File: config.mk
export PLATFORM = sky130hd
export DESIGN_NAME = row_successive_difference_norm_top
export DESIGN_NICKNAME = d
export VERILOG_FILES = /design/src/hw/rtl/rsdn_pkg.sv /design/src/hw/rtl/rsdn_queue.sv /design/src/hw/rtl/rsdn_front.sv /design/src/hw/rtl/rsdn_back.sv /design/src/hw/rtl/row_successive_difference_norm_top.sv
export SDC_FILE = /design/constraint.sdc
export NUM_CORES = 2
export LEC_CHECK = 0
export BUFFER_PORTS_ARGS = -buffer_cell sky130_fd_sc_hd__buf_2
export CORE_MARGIN = 2
export CORE_UTILIZATION = 59
export CTS_CLUSTER_DIAMETER = 150
export DETAILED_ROUTE_END_ITERATION = 8
export PLACE_DENSITY = 0.89
export SKIP_LAST_GASP = 1
export SLEW_MARGIN = 20
export SYNTH_ARGS = -nofsm -noshare
export SYNTH_HDL_FRONTEND = slang
export SYNTH_SLANG_ARGS = --single-unit
File: constraint.sdc
create_clock -name clk -period 6.89 [get_ports clk]
set_input_delay 0.3445 -clock clk [delete_from_list [all_inputs] [get_ports clk]]
set_output_delay 0.3445 -clock clk [all_outputs]
set_load 0.005 [all_outputs]
File: src/hw/rtl/rsdn_pkg.sv
// Shared types and constants for the row successive-difference norm block.
// No dependencies; used by every module under hw/rtl but rsdn_queue.
`default_nettype none

package rsdn_pkg;

  localparam int LEN_W      = 13;  // row_length register
  localparam int GAIN_W     = 24;  // gain register, unsigned Q8.16
  localparam int BATCH_W    = 32;  // batch_rows register and row counter
  localparam int CFG_IDX_W  = 2;
  localparam int CFG_DATA_W = 32;
  localparam int OUT_W      = 32;  // ic_value width
  localparam int FRAC_BITS  = 8;   // fractional bits dropped from the product before the divide
  localparam int QUEUE_DEPTH = 4;
  localparam int CNT_W      = 5;   // iteration counter, up to 32 steps

  localparam logic [CFG_IDX_W-1:0] CFG_ROW_LENGTH = 2'd0;
  localparam logic [CFG_IDX_W-1:0] CFG_GAIN       = 2'd1;
  localparam logic [CFG_IDX_W-1:0] CFG_BATCH_ROWS = 2'd2;

  localparam logic [LEN_W-1:0]   ROW_LENGTH_RST = 13'd2;
  localparam logic [GAIN_W-1:0]  GAIN_RST       = 24'd65536;
  localparam logic [BATCH_W-1:0] BATCH_ROWS_RST = 32'd1;
  localparam logic [LEN_W-1:0]   MIN_ROW_LENGTH = 13'd2;

  // Per-row control carried from the front end to the back end.
  typedef struct packed {
    logic [LEN_W-1:0]  len_m1;  // row length minus one, the divisor
    logic [GAIN_W-1:0] gain;
    logic              last;    // row closes a batch
  } row_ctrl_t;

  localparam int CTRL_W = $bits(row_ctrl_t);

endpackage

`default_nettype wire

File: src/hw/rtl/rsdn_queue.sv
// Small register FIFO between the front end and the back end.
// Depends on nothing but its parameters.
`default_nettype none

module rsdn_queue #(
  parameter int DATA_W = 8,
  parameter int DEPTH  = 4
) (
  input  wire logic              clk,
  input  wire logic              rst_n,
  input  wire logic              push,
  input  wire logic [DATA_W-1:0] push_data,
  output logic                   full,
  input  wire logic              pop,
  output logic                   pop_valid,
  output logic [DATA_W-1:0]      pop_data
);

  localparam int PTR_W = (DEPTH > 1) ? $clog2(DEPTH) : 1;
  localparam int CNT_W = $clog2(DEPTH + 1);

  logic [DATA_W-1:0] mem_r [DEPTH];
  logic [PTR_W-1:0]  wr_ptr_r, rd_ptr_r;
  logic [CNT_W-1:0]  count_r;

  assign full      = (count_r == CNT_W'(DEPTH));
  assign pop_valid = (count_r != '0);
  assign pop_data  = mem_r[rd_ptr_r];

  function automatic logic [PTR_W-1:0] ptr_inc(input logic [PTR_W-1:0] p);
    ptr_inc = (p == PTR_W'(DEPTH - 1)) ? '0 : p + 1'b1;
  endfunction

  always_ff @(posedge clk) begin
    if (!rst_n) begin
      wr_ptr_r <= '0;
      rd_ptr_r <= '0;
      count_r  <= '0;
    end else begin
      if (push) wr_ptr_r <= ptr_inc(wr_ptr_r);
      if (pop)  rd_ptr_r <= ptr_inc(rd_ptr_r);
      if (push && !pop)      count_r <= count_r + 1'b1;
      else if (pop && !push) count_r <= count_r - 1'b1;
    end
  end

  always_ff @(posedge clk) begin
    if (push) mem_r[wr_ptr_r] <= push_data;
  end

endmodule

`default_nettype wire

File: src/hw/rtl/rsdn_front.sv
// Front end: takes sample beats, tracks row/batch position, squares the
// successive differences and accumulates them; pushes one entry per row.
// Depends on rsdn_pkg.
`default_nettype none

module rsdn_front #(
  parameter int SAMPLE_W = 16,
  parameter int MAX_LEN  = 4096,
  parameter int SUM_W    = 44
) (
  input  wire logic                         clk,
  input  wire logic                         rst_n,
  input  wire logic                         in_valid,
  output logic                              in_ready,
  input  wire logic signed [SAMPLE_W-1:0]   in_sample,
  input  wire logic [rsdn_pkg::LEN_W-1:0]   row_length,
  input  wire logic [rsdn_pkg::GAIN_W-1:0]  gain,
  input  wire logic [rsdn_pkg::BATCH_W-1:0] batch_rows,
  input  wire logic                         q_full,
  output logic                              q_push,
  output logic [SUM_W+rsdn_pkg::CTRL_W-1:0] q_data
);

  localparam int LEN_W = rsdn_pkg::LEN_W;
  localparam int SQ_W  = 2 * SAMPLE_W;

  logic [LEN_W-1:0]             idx_r;
  logic [rsdn_pkg::BATCH_W-1:0] row_r;
  logic [SAMPLE_W-1:0]          prev_r;
  logic [SUM_W-1:0]             sum_r;

  logic                s1_v_r, s1_first_r, s1_end_r;
  logic [SAMPLE_W-1:0] s1_mag_r;
  rsdn_pkg::row_ctrl_t s1_ctrl_r;
  logic                s2_v_r, s2_first_r, s2_end_r;
  logic [SQ_W-1:0]     s2_sq_r;
  rsdn_pkg::row_ctrl_t s2_ctrl_r;

  logic                adv, take, row_end, batch_last;
  logic [LEN_W-1:0]    n_eff;
  logic signed [SAMPLE_W:0] diff;
  logic [SAMPLE_W-1:0] mag;
  logic [SQ_W-1:0]     sq_eff;
  logic [SUM_W:0]      acc_ext;
  logic [SUM_W-1:0]    acc;
  rsdn_pkg::row_ctrl_t ctrl;

  // Pipeline stalls only when a row-end entry cannot enter the queue.
  assign adv      = !(s2_v_r && s2_end_r && q_full);
  assign in_ready = adv;
  assign take     = in_valid && adv;

  always_comb begin
    if (row_length < rsdn_pkg::MIN_ROW_LENGTH)
      n_eff = rsdn_pkg::MIN_ROW_LENGTH;
    else if (32'(row_length) > 32'(MAX_LEN))
      n_eff = LEN_W'(MAX_LEN);
    else
      n_eff = row_length;
  end

  assign row_end    = ({1'b0, idx_r} + 1'b1) >= {1'b0, n_eff};
  assign batch_last = ({1'b0, row_r} + 1'b1) >= {1'b0, batch_rows};

  assign diff = $signed({in_sample[SAMPLE_W-1], in_sample})
              - $signed({prev_r[SAMPLE_W-1], prev_r});
  assign mag  = diff[SAMPLE_W] ? SAMPLE_W'(-diff) : diff[SAMPLE_W-1:0];

  always_comb begin
    ctrl.len_m1 = n_eff - 1'b1;
    ctrl.gain   = gain;
    ctrl.last   = batch_last;
  end

  // Saturating accumulate; the first sample of a row adds nothing.
  assign sq_eff  = s2_first_r ? '0 : s2_sq_r;
  assign acc_ext = {1'b0, sum_r} + (SUM_W+1)'(sq_eff);
  assign acc     = acc_ext[SUM_W] ? '1 : acc_ext[SUM_W-1:0];

  assign q_push = s2_v_r && s2_end_r && adv;
  assign q_data = {s2_ctrl_r, acc};

  always_ff @(posedge clk) begin
    if (!rst_n) begin
      idx_r  <= '0;
      row_r  <= '0;
      prev_r <= '0;
      sum_r  <= '0;
      s1_v_r <= 1'b0;
      s2_v_r <= 1'b0;
    end else begin
      if (take) begin
        prev_r <= in_sample;
        idx_r  <= row_end ? '0 : idx_r + 1'b1;
        if (row_end) row_r <= batch_last ? '0 : row_r + 1'b1;
      end
      if (adv) begin
        s1_v_r <= take;
        s2_v_r <= s1_v_r;
        if (s2_v_r) sum_r <= s2_end_r ? '0 : acc;
      end
    end
  end

  always_ff @(posedge clk) begin
    if (adv) begin
      s1_mag_r   <= mag;
      s1_first_r <= (idx_r == '0);
      s1_end_r   <= row_end;
      s1_ctrl_r  <= ctrl;
      s2_sq_r    <= SQ_W'(s1_mag_r) * SQ_W'(s1_mag_r);
      s2_first_r <= s1_first_r;
      s2_end_r   <= s1_end_r;
      s2_ctrl_r  <= s1_ctrl_r;
    end
  end

endmodule

`default_nettype wire

File: src/hw/rtl/rsdn_back.sv
// Back end: per row, integer square root (two bits a cycle), gain multiply,
// restoring divide by (row length - 1) with saturation, and output register.
// Depends on rsdn_pkg.
`default_nettype none

module rsdn_back #(
  parameter int SUM_W = 44
) (
  input  wire logic                         clk,
  input  wire logic                         rst_n,
  input  wire logic                         q_valid,
  input  wire logic [SUM_W+rsdn_pkg::CTRL_W-1:0] q_data,
  output logic                              q_pop,
  output logic                              out_valid,
  input  wire logic                         out_ready,
  output logic [rsdn_pkg::OUT_W-1:0]        out_ic_value,
  output logic                              out_batch_end
);

  localparam int LEN_W = rsdn_pkg::LEN_W;
  localparam int OUT_W = rsdn_pkg::OUT_W;
  localparam int R_W   = (SUM_W + 1) / 2;
  localparam int MUL_W = rsdn_pkg::GAIN_W + R_W;
  localparam int PR_W  = (MUL_W > OUT_W + rsdn_pkg::FRAC_BITS) ? MUL_W
                                                          : OUT_W + rsdn_pkg::FRAC_BITS;

  typedef enum logic [2:0] {
    S_IDLE, S_ROOT, S_MULT, S_CHECK, S_DIV, S_DONE
  } state_t;

  state_t               state_r;
  rsdn_pkg::row_ctrl_t  ctrl_r;
  logic [2*R_W-1:0]     x_r;
  logic [R_W+1:0]       rem_r;
  logic [R_W-1:0]       root_r;
  logic [PR_W-1:0]      prod_r;
  logic [LEN_W-1:0]     drem_r;
  logic [OUT_W-1:0]     dvd_r;
  logic [rsdn_pkg::CNT_W-1:0] cnt_r;
  logic                 out_valid_r, out_batch_end_r;
  logic [OUT_W-1:0]     out_ic_value_r;

  logic [R_W+1:0]   rem_cand, trial;
  logic             root_ge;
  logic [MUL_W-1:0] mul;
  logic [PR_W-1:0]  hi;
  logic             sat;
  logic [LEN_W:0]   div_t, div_d;
  logic             div_ge;
  logic             out_free;
  logic             out_load;
  rsdn_pkg::row_ctrl_t q_ctrl;

  assign q_ctrl = q_data[SUM_W +: rsdn_pkg::CTRL_W];

  assign rem_cand = {rem_r[R_W-1:0], x_r[2*R_W-1 -: 2]};
  assign trial    = {root_r, 2'b01};
  assign root_ge  = rem_cand >= trial;

  assign mul = MUL_W'(ctrl_r.gain) * MUL_W'(root_r);

  // Quotient overflows 32 bits when the part above them is not below the divisor.
  assign hi  = prod_r >> (OUT_W + rsdn_pkg::FRAC_BITS);
  assign sat = hi >= PR_W'(ctrl_r.len_m1);

  assign div_t  = {drem_r, dvd_r[OUT_W-1]};
  assign div_d  = {1'b0, ctrl_r.len_m1};
  assign div_ge = div_t >= div_d;

  assign out_free = !out_valid_r || out_ready;
  assign out_load = (state_r == S_DONE) && out_free;
  assign q_pop    = (state_r == S_IDLE) && q_valid;

  assign out_valid     = out_valid_r;
  assign out_ic_value  = out_ic_value_r;
  assign out_batch_end = out_batch_end_r;

  always_ff @(posedge clk) begin
    if (!rst_n) begin
      state_r     <= S_IDLE;
      out_valid_r <= 1'b0;
    end else begin
      if (out_load)                      out_valid_r <= 1'b1;
      else if (out_valid_r && out_ready) out_valid_r <= 1'b0;
      unique case (state_r)
        S_IDLE: begin
          if (q_valid) begin
            ctrl_r  <= q_ctrl;
            x_r     <= (2*R_W)'(q_data[SUM_W-1:0]);
            rem_r   <= '0;
            root_r  <= '0;
            cnt_r   <= rsdn_pkg::CNT_W'(R_W - 1);
            state_r <= S_ROOT;
          end
        end
        S_ROOT: begin
          x_r <= x_r << 2;
          if (root_ge) begin
            rem_r  <= rem_cand - trial;
            root_r <= {root_r[R_W-2:0], 1'b1};
          end else begin
            rem_r  <= rem_cand;
            root_r <= {root_r[R_W-2:0], 1'b0};
          end
          cnt_r <= cnt_r - 1'b1;
          if (cnt_r == '0) state_r <= S_MULT;
        end
        S_MULT: begin
          prod_r  <= PR_W'(mul);
          state_r <= S_CHECK;
        end
        S_CHECK: begin
          if (sat) begin
            dvd_r   <= '1;
            state_r <= S_DONE;
          end else begin
            drem_r  <= hi[LEN_W-1:0];
            dvd_r   <= prod_r[rsdn_pkg::FRAC_BITS +: OUT_W];
            cnt_r   <= rsdn_pkg::CNT_W'(OUT_W - 1);
            state_r <= S_DIV;
          end
        end
        S_DIV: begin
          // quotient bits shift in from the bottom as dividend bits leave the top
          drem_r <= div_ge ? LEN_W'(div_t - div_d) : div_t[LEN_W-1:0];
          dvd_r  <= {dvd_r[OUT_W-2:0], div_ge};
          cnt_r  <= cnt_r - 1'b1;
          if (cnt_r == '0) state_r <= S_DONE;
        end
        S_DONE: begin
          if (out_free) begin
            out_ic_value_r  <= dvd_r;
            out_batch_end_r <= ctrl_r.last;
            state_r         <= S_IDLE;
          end
        end
        default: state_r <= S_IDLE;
      endcase
    end
  end

endmodule

`default_nettype wire

File: src/hw/rtl/row_successive_difference_norm_top.sv
// Top level of the row successive-difference norm block: configuration
// registers, front end, row queue and back end. Depends on rsdn_pkg,
// rsdn_front, rsdn_queue and rsdn_back.
//
//   channel  | signals                                   | role
//   ---------+-------------------------------------------+-------------------------
//   in       | in_valid, in_ready, in_sample             | one sample per beat
//   out      | out_valid, out_ready, out_ic_value,       | one result per row
//            | out_batch_end                             |
//   cfg      | cfg_valid, cfg_ready, cfg_index, cfg_data | register writes, always ready
//
// Samples are taken one per cycle while in_ready is high; the front end
// runs a three-stage difference/square/accumulate pipeline. The back end
// takes one row at a time: pop, square root, gain multiply, saturation
// check, divide (skipped on saturation) and output, so short rows back up
// the 4-entry row queue and stall input. in_ready drops only when a row
// end finds the queue full. Reset is synchronous active low and returns
// the configuration registers to their defaults.
`default_nettype none

module row_successive_difference_norm_top #(
  parameter int SAMPLE_WIDTH   = 16,
  parameter int MAX_ROW_LENGTH = 4096
) (
  input  wire logic                              clk,
  input  wire logic                              rst_n,
  input  wire logic                              in_valid,
  output logic                                   in_ready,
  input  wire logic signed [SAMPLE_WIDTH-1:0]    in_sample,
  output logic                                   out_valid,
  input  wire logic                              out_ready,
  output logic [rsdn_pkg::OUT_W-1:0]             out_ic_value,
  output logic                                   out_batch_end,
  input  wire logic                              cfg_valid,
  output logic                                   cfg_ready,
  input  wire logic [rsdn_pkg::CFG_IDX_W-1:0]    cfg_index,
  input  wire logic [rsdn_pkg::CFG_DATA_W-1:0]   cfg_data
);

  localparam int SUM_FULL_W = 2 * SAMPLE_WIDTH + $clog2(MAX_ROW_LENGTH);
  localparam int SUM_W      = (SUM_FULL_W > 64) ? 64 : SUM_FULL_W;
  localparam int Q_W        = SUM_W + rsdn_pkg::CTRL_W;

  logic [rsdn_pkg::LEN_W-1:0]   row_length_r;
  logic [rsdn_pkg::GAIN_W-1:0]  gain_r;
  logic [rsdn_pkg::BATCH_W-1:0] batch_rows_r;

  logic           q_full, q_push, q_pop, q_valid;
  logic [Q_W-1:0] q_wdata, q_rdata;

  assign cfg_ready = 1'b1;

  always_ff @(posedge clk) begin
    if (!rst_n) begin
      row_length_r <= rsdn_pkg::ROW_LENGTH_RST;
      gain_r       <= rsdn_pkg::GAIN_RST;
      batch_rows_r <= rsdn_pkg::BATCH_ROWS_RST;
    end else if (cfg_valid) begin
      unique case (cfg_index)
        rsdn_pkg::CFG_ROW_LENGTH: row_length_r <= cfg_data[rsdn_pkg::LEN_W-1:0];
        rsdn_pkg::CFG_GAIN:       gain_r       <= cfg_data[rsdn_pkg::GAIN_W-1:0];
        rsdn_pkg::CFG_BATCH_ROWS: batch_rows_r <= cfg_data[rsdn_pkg::BATCH_W-1:0];
        default: ;
      endcase
    end
  end

  rsdn_front #(
    .SAMPLE_W (SAMPLE_WIDTH),
    .MAX_LEN  (MAX_ROW_LENGTH),
    .SUM_W    (SUM_W)
  ) u_front (
    .clk        (clk),
    .rst_n      (rst_n),
    .in_valid   (in_valid),
    .in_ready   (in_ready),
    .in_sample  (in_sample),
    .row_length (row_length_r),
    .gain       (gain_r),
    .batch_rows (batch_rows_r),
    .q_full     (q_full),
    .q_push     (q_push),
    .q_data     (q_wdata)
  );

  rsdn_queue #(
    .DATA_W (Q_W),
    .DEPTH  (rsdn_pkg::QUEUE_DEPTH)
  ) u_queue (
    .clk       (clk),
    .rst_n     (rst_n),
    .push      (q_push),
    .push_data (q_wdata),
    .full      (q_full),
    .pop       (q_pop),
    .pop_valid (q_valid),
    .pop_data  (q_rdata)
  );

  rsdn_back #(
    .SUM_W (SUM_W)
  ) u_back (
    .clk           (clk),
    .rst_n         (rst_n),
    .q_valid       (q_valid),
    .q_data        (q_rdata),
    .q_pop         (q_pop),
    .out_valid     (out_valid),
    .out_ready     (out_ready),
    .out_ic_value  (out_ic_value),
    .out_batch_end (out_batch_end)
  );

endmodule

`default_nettype wire
==> results by group <==
Status
  – Status: finished, violations left
  – Failing checks: DRC, setup timing

Detailed routing
  – Routed vias: between 40k and 50k
  – Drt total wl: about 170000 um
  – TritonRoute pass-1 iters: 9
  – Post-DR wirelength/cell: roughly 22 um
  – Number of DRC markers in iteration 0: about 5.9k
  – Detailed-route DRC error count: 2
  – Vias per cell: roughly 6.1
  – Antenna-violating nets left: 0

Worst setup path
  – Worst reg2reg endpoint: u_back.prod_r[45]
  – Startpoint types: register
  – RR Startpoint: u_back.ctrl_r[22]
  – CP Capture Type: register
  – Setup CP Type: register to register
  – Largest delay contributor family on the critical path: adder cells
  – Worst path required time: around 7.3 ns
  – Number of stages on the worst setup path: 27
  – Top cell by count, worst path: fa_1
  – R2R Setup Slk: -0.88 ns
  – Buf+Inv Stages, Crit Path: 6
  – Delay of the slowest cell on the worst path: 0.62 ns
  – Slowest-stage cell, CP: edfxtp_1
  – CP Max Fanout: 9
  – R2R depth: 27
  – CP arrival: 8.18 ns

Clock network
  – Worst skew pair latency: 0.71 ns
  – Root buf cell: clkbuf_16
  – Max clock buf depth: 3
  – CTS tree: yes
  – Clk pin slew, worst setup/hold paths: ~0.070 ns
  – Total clock sinks: 891
  – CTS Buf Count: 92
  – Depth of the CTS H-tree: 3

Place
  – Port bufs: 89
  – Setup WS pre-CTS: -0.693 ns
  – Final GP Congestion: 0.935
  – Placed cells: just over 7k
  – Placed wire-length estimate: around 110000 um

STA
  – Final period utilization: 1.13
  – Clk_skew: approximately 0.065 ns
  – Pins Over Slew Limit: 0
  – Final hold viol count: 0
  – Fmax: between 0.1 and 0.15 GHz
  – Slew @ Worst Pin: between 1 and 1.5 ns
  – Worst slew margin: 0.212
  – Unrepaired setup endpoints after global routing: true
  – Finish-stage setup viols: 9
  – Fin crit period: 7.77 ns
  – Setup WS post-layout: -0.884 ns

Hold path
  – Worst Hold Class: input port to register
  – WHS Path Cells: 4
  – Hold path endpoint: gain_r[20]
  – Worst Hold Launch: cfg_index[1]

Global route
  – Initial antenna violation count: 10
  – Vias in the first global route: 47.5k
  – Largest net degree at the start of global routing: roughly 80
  – Gr ovfl total: 0
  – First-pass GRT wire length: 252000 um
  – Total GRT Usage: 0.297

Floorplanning
  – Initial Util: 0.594
  – Placement row count: 119
  – Die Span X: roughly 330 um
  – Area of the die: roughly 110000 um^2
  – Io pins: slightly above 90
  – Total core area: ~110000 um^2
  – Die Y: roughly 330 um

Job
  – Max_cap viols: 0

Logic synthesis
  – Synthesized area: approximately 62000 um^2
  – Avg Inst Size Synth: 11.0 um^2
  – Async S/R FF share, synth: 0
  – Dominant synthesized flop cell: edfxtp_1
  – Flops & latches, synth: roughly 890
  – Number of synthesized flops with an enable pin: 702
  – Yosys Warn Count: 0
  – Yosys cell types: between 90 and 100
  – Seq/Total Area, Yosys: 0.398
  – Cell count after synthesis: approximately 5.7k

Cells and area
  – Non-filler instance count after layout: 7412
  – Share of layout cells above drive strength 1: 0.125
  – Final nets: roughly 7k
  – Layout area overhead: 12.1%
-- cell usage in the layout (no fill, tap or decap), types with 94 or more instances in the layout --
cell,Yosys,routed
nor2_1,210,204
fa_1,604,589
ha_1,407,390
and2_1,311,291
dfxtp_1,189,187
a21oi_1,258,242
xnor2_1,125,123
edfxtp_1,702,702
o21ai_0,140,137
clkbuf_16,0,94
buf_4,6,230
nand2_1,878,871
inv_1,809,782
-- worst max-delay path by stage --
| stage | start | end | slack [ns] |
|---|---|---|---|
| 6_report | u_back.ctrl_r[22] | u_back.prod_r[45] | -0.88 |
| 5_1_grt | u_back.root_r[13] | u_back.prod_r[45] | -0.95 |
| 3_5_place_dp | u_back.root_r[6] | u_back.prod_r[45] | -0.69 |
| 4_1_cts | u_back.ctrl_r[12] | u_back.prod_r[45] | -0.36 |
| 2_1_floorplan | u_back.root_r[13] | u_back.prod_r[43] | 0.006 |
| 3_3_place_gp | u_back.root_r[6] | u_back.prod_r[43] | -0.47 |
-- cell type report --
class / count / area (um^2)
antenna: 7 / 17.5
fill: 6767 / 35200
inverter: 809 / 3040
timing repair buffer: 395 / 3030
multi-input combinational: 3749 / 34100
clock inverter: 61 / 737
clock buffer: 109 / 2430
sequential: 891 / 24900
tap: 1391 / 1740
-- worst reg2reg max path, cell delays in order, from the launching register on --
cell	delay, ns
edfxtp_1	0.62
buf_4	0.31
nand2_1	0.11
fa_1	0.53
inv_1	0.07
fa_1	0.51
inv_1	0.07
fa_1	0.52
inv_1	0.07
fa_1	0.59
inv_1	0.08
fa_1	0.39
fa_1	0.53
inv_1	0.06
ha_1	0.28
ha_1	0.32
a21o_1	0.20
a21o_1	0.17
a21o_1	0.16
a21oi_1	0.14
o21ai_0	0.12
a21o_1	0.21
a21oi_2	0.23
nor2_1	0.10
a21oi_2	0.17
o211ai_1	0.26
a31oi_2	0.49
xnor2_1	0.17
-- metrics by stage --
stage	utilization	hold slack [ns]	TNS, ns	instance area [um^2]
2_1_floorplan	-	0.400	0	62500
3_3_place_gp	0.622	0.402	-3.50	65400
3_5_place_dp	0.622	0.405	-6.61	65400
4_1_cts	0.661	0.00340	-1.81	69400
5_1_grt	0.665	0.0568	-4.97	70000
6_report	0.666	0.0291	-3.25	70000
-- synth_stat cells (68+ instances only) --
cell	count	area share
nand2_1	878	0.053
dfxtp_1	189	0.061
fa_1	604	0.19
nor2b_1	68	0.0068
o21ai_0	140	0.011
xnor2_1	125	0.018
inv_1	809	0.049
clkbuf_1	205	0.012
a21oi_1	258	0.021
mux4_2	82	0.030
xor2_1	71	0.010
and2_1	311	0.031
a21o_1	79	0.0095
edfxtp_1	702	0.34
ha_1	407	0.082
nor2_1	210	0.013
-- kinds of logic (layout without fill, tap and decap cells) --
kind of cell,Yosys count,count (layout),share of synthesized area
mux,99,99,0.0324
fa+ha+maj,1011,1011,0.275
other cells,2,10,0.000120
xor+xnor,196,196,0.0275
buf+inv,1053,1374,0.0639
flops,891,891,0.398
simple gates,1723,1723,0.128
compound gates,717,717,0.0738
-- per-layer routing --
layer,up-vias,track usage,wire length (um)
met2,3077,0.506,80800
met3,900,0.0608,17000
li1,19300,-,-
met5,-,0,30
met4,4,0.162,10800
met1,22200,0.355,56800
-- state kept, by name (all words and copies together), names as in the netlist, 5 cells and up, named ones only --
register / flops
gain_r: 24
u_back.root_r: 22
batch_rows_r: 32
u_back.drem_r: 13
u_front.idx_r: 13
u_back.cnt_r: 5
u_back.rem_r: 22
row_length_r: 13
u_front.row_r: 32
u_front.s1_mag_r: 16
u_back.out_ic_value: 32
u_front.s2_sq_r: 31
u_front.sum_r: 44
u_front.s1_ctrl_r: 38
u_front.prev_r: 16
u_front.q_data: 38
u_back.dvd_r: 32
u_queue.mem_r: 328
u_back.prod_r: 38
u_back.x_r: 44
u_back.ctrl_r: 38
-- what timing repair did --
action,in CTS,in global routing
setup endpoints to repair,18,20
endpoints found under the hold margin,85,0
setup buffers,26,22
resized for setup,59,80
hold buffers,48,0
pin swaps,79,89
cloned,1,0
Power is left out: the tool's default activity adds up to more than one toggle a clock period on the data nets, which glitch-free logic cannot reach.
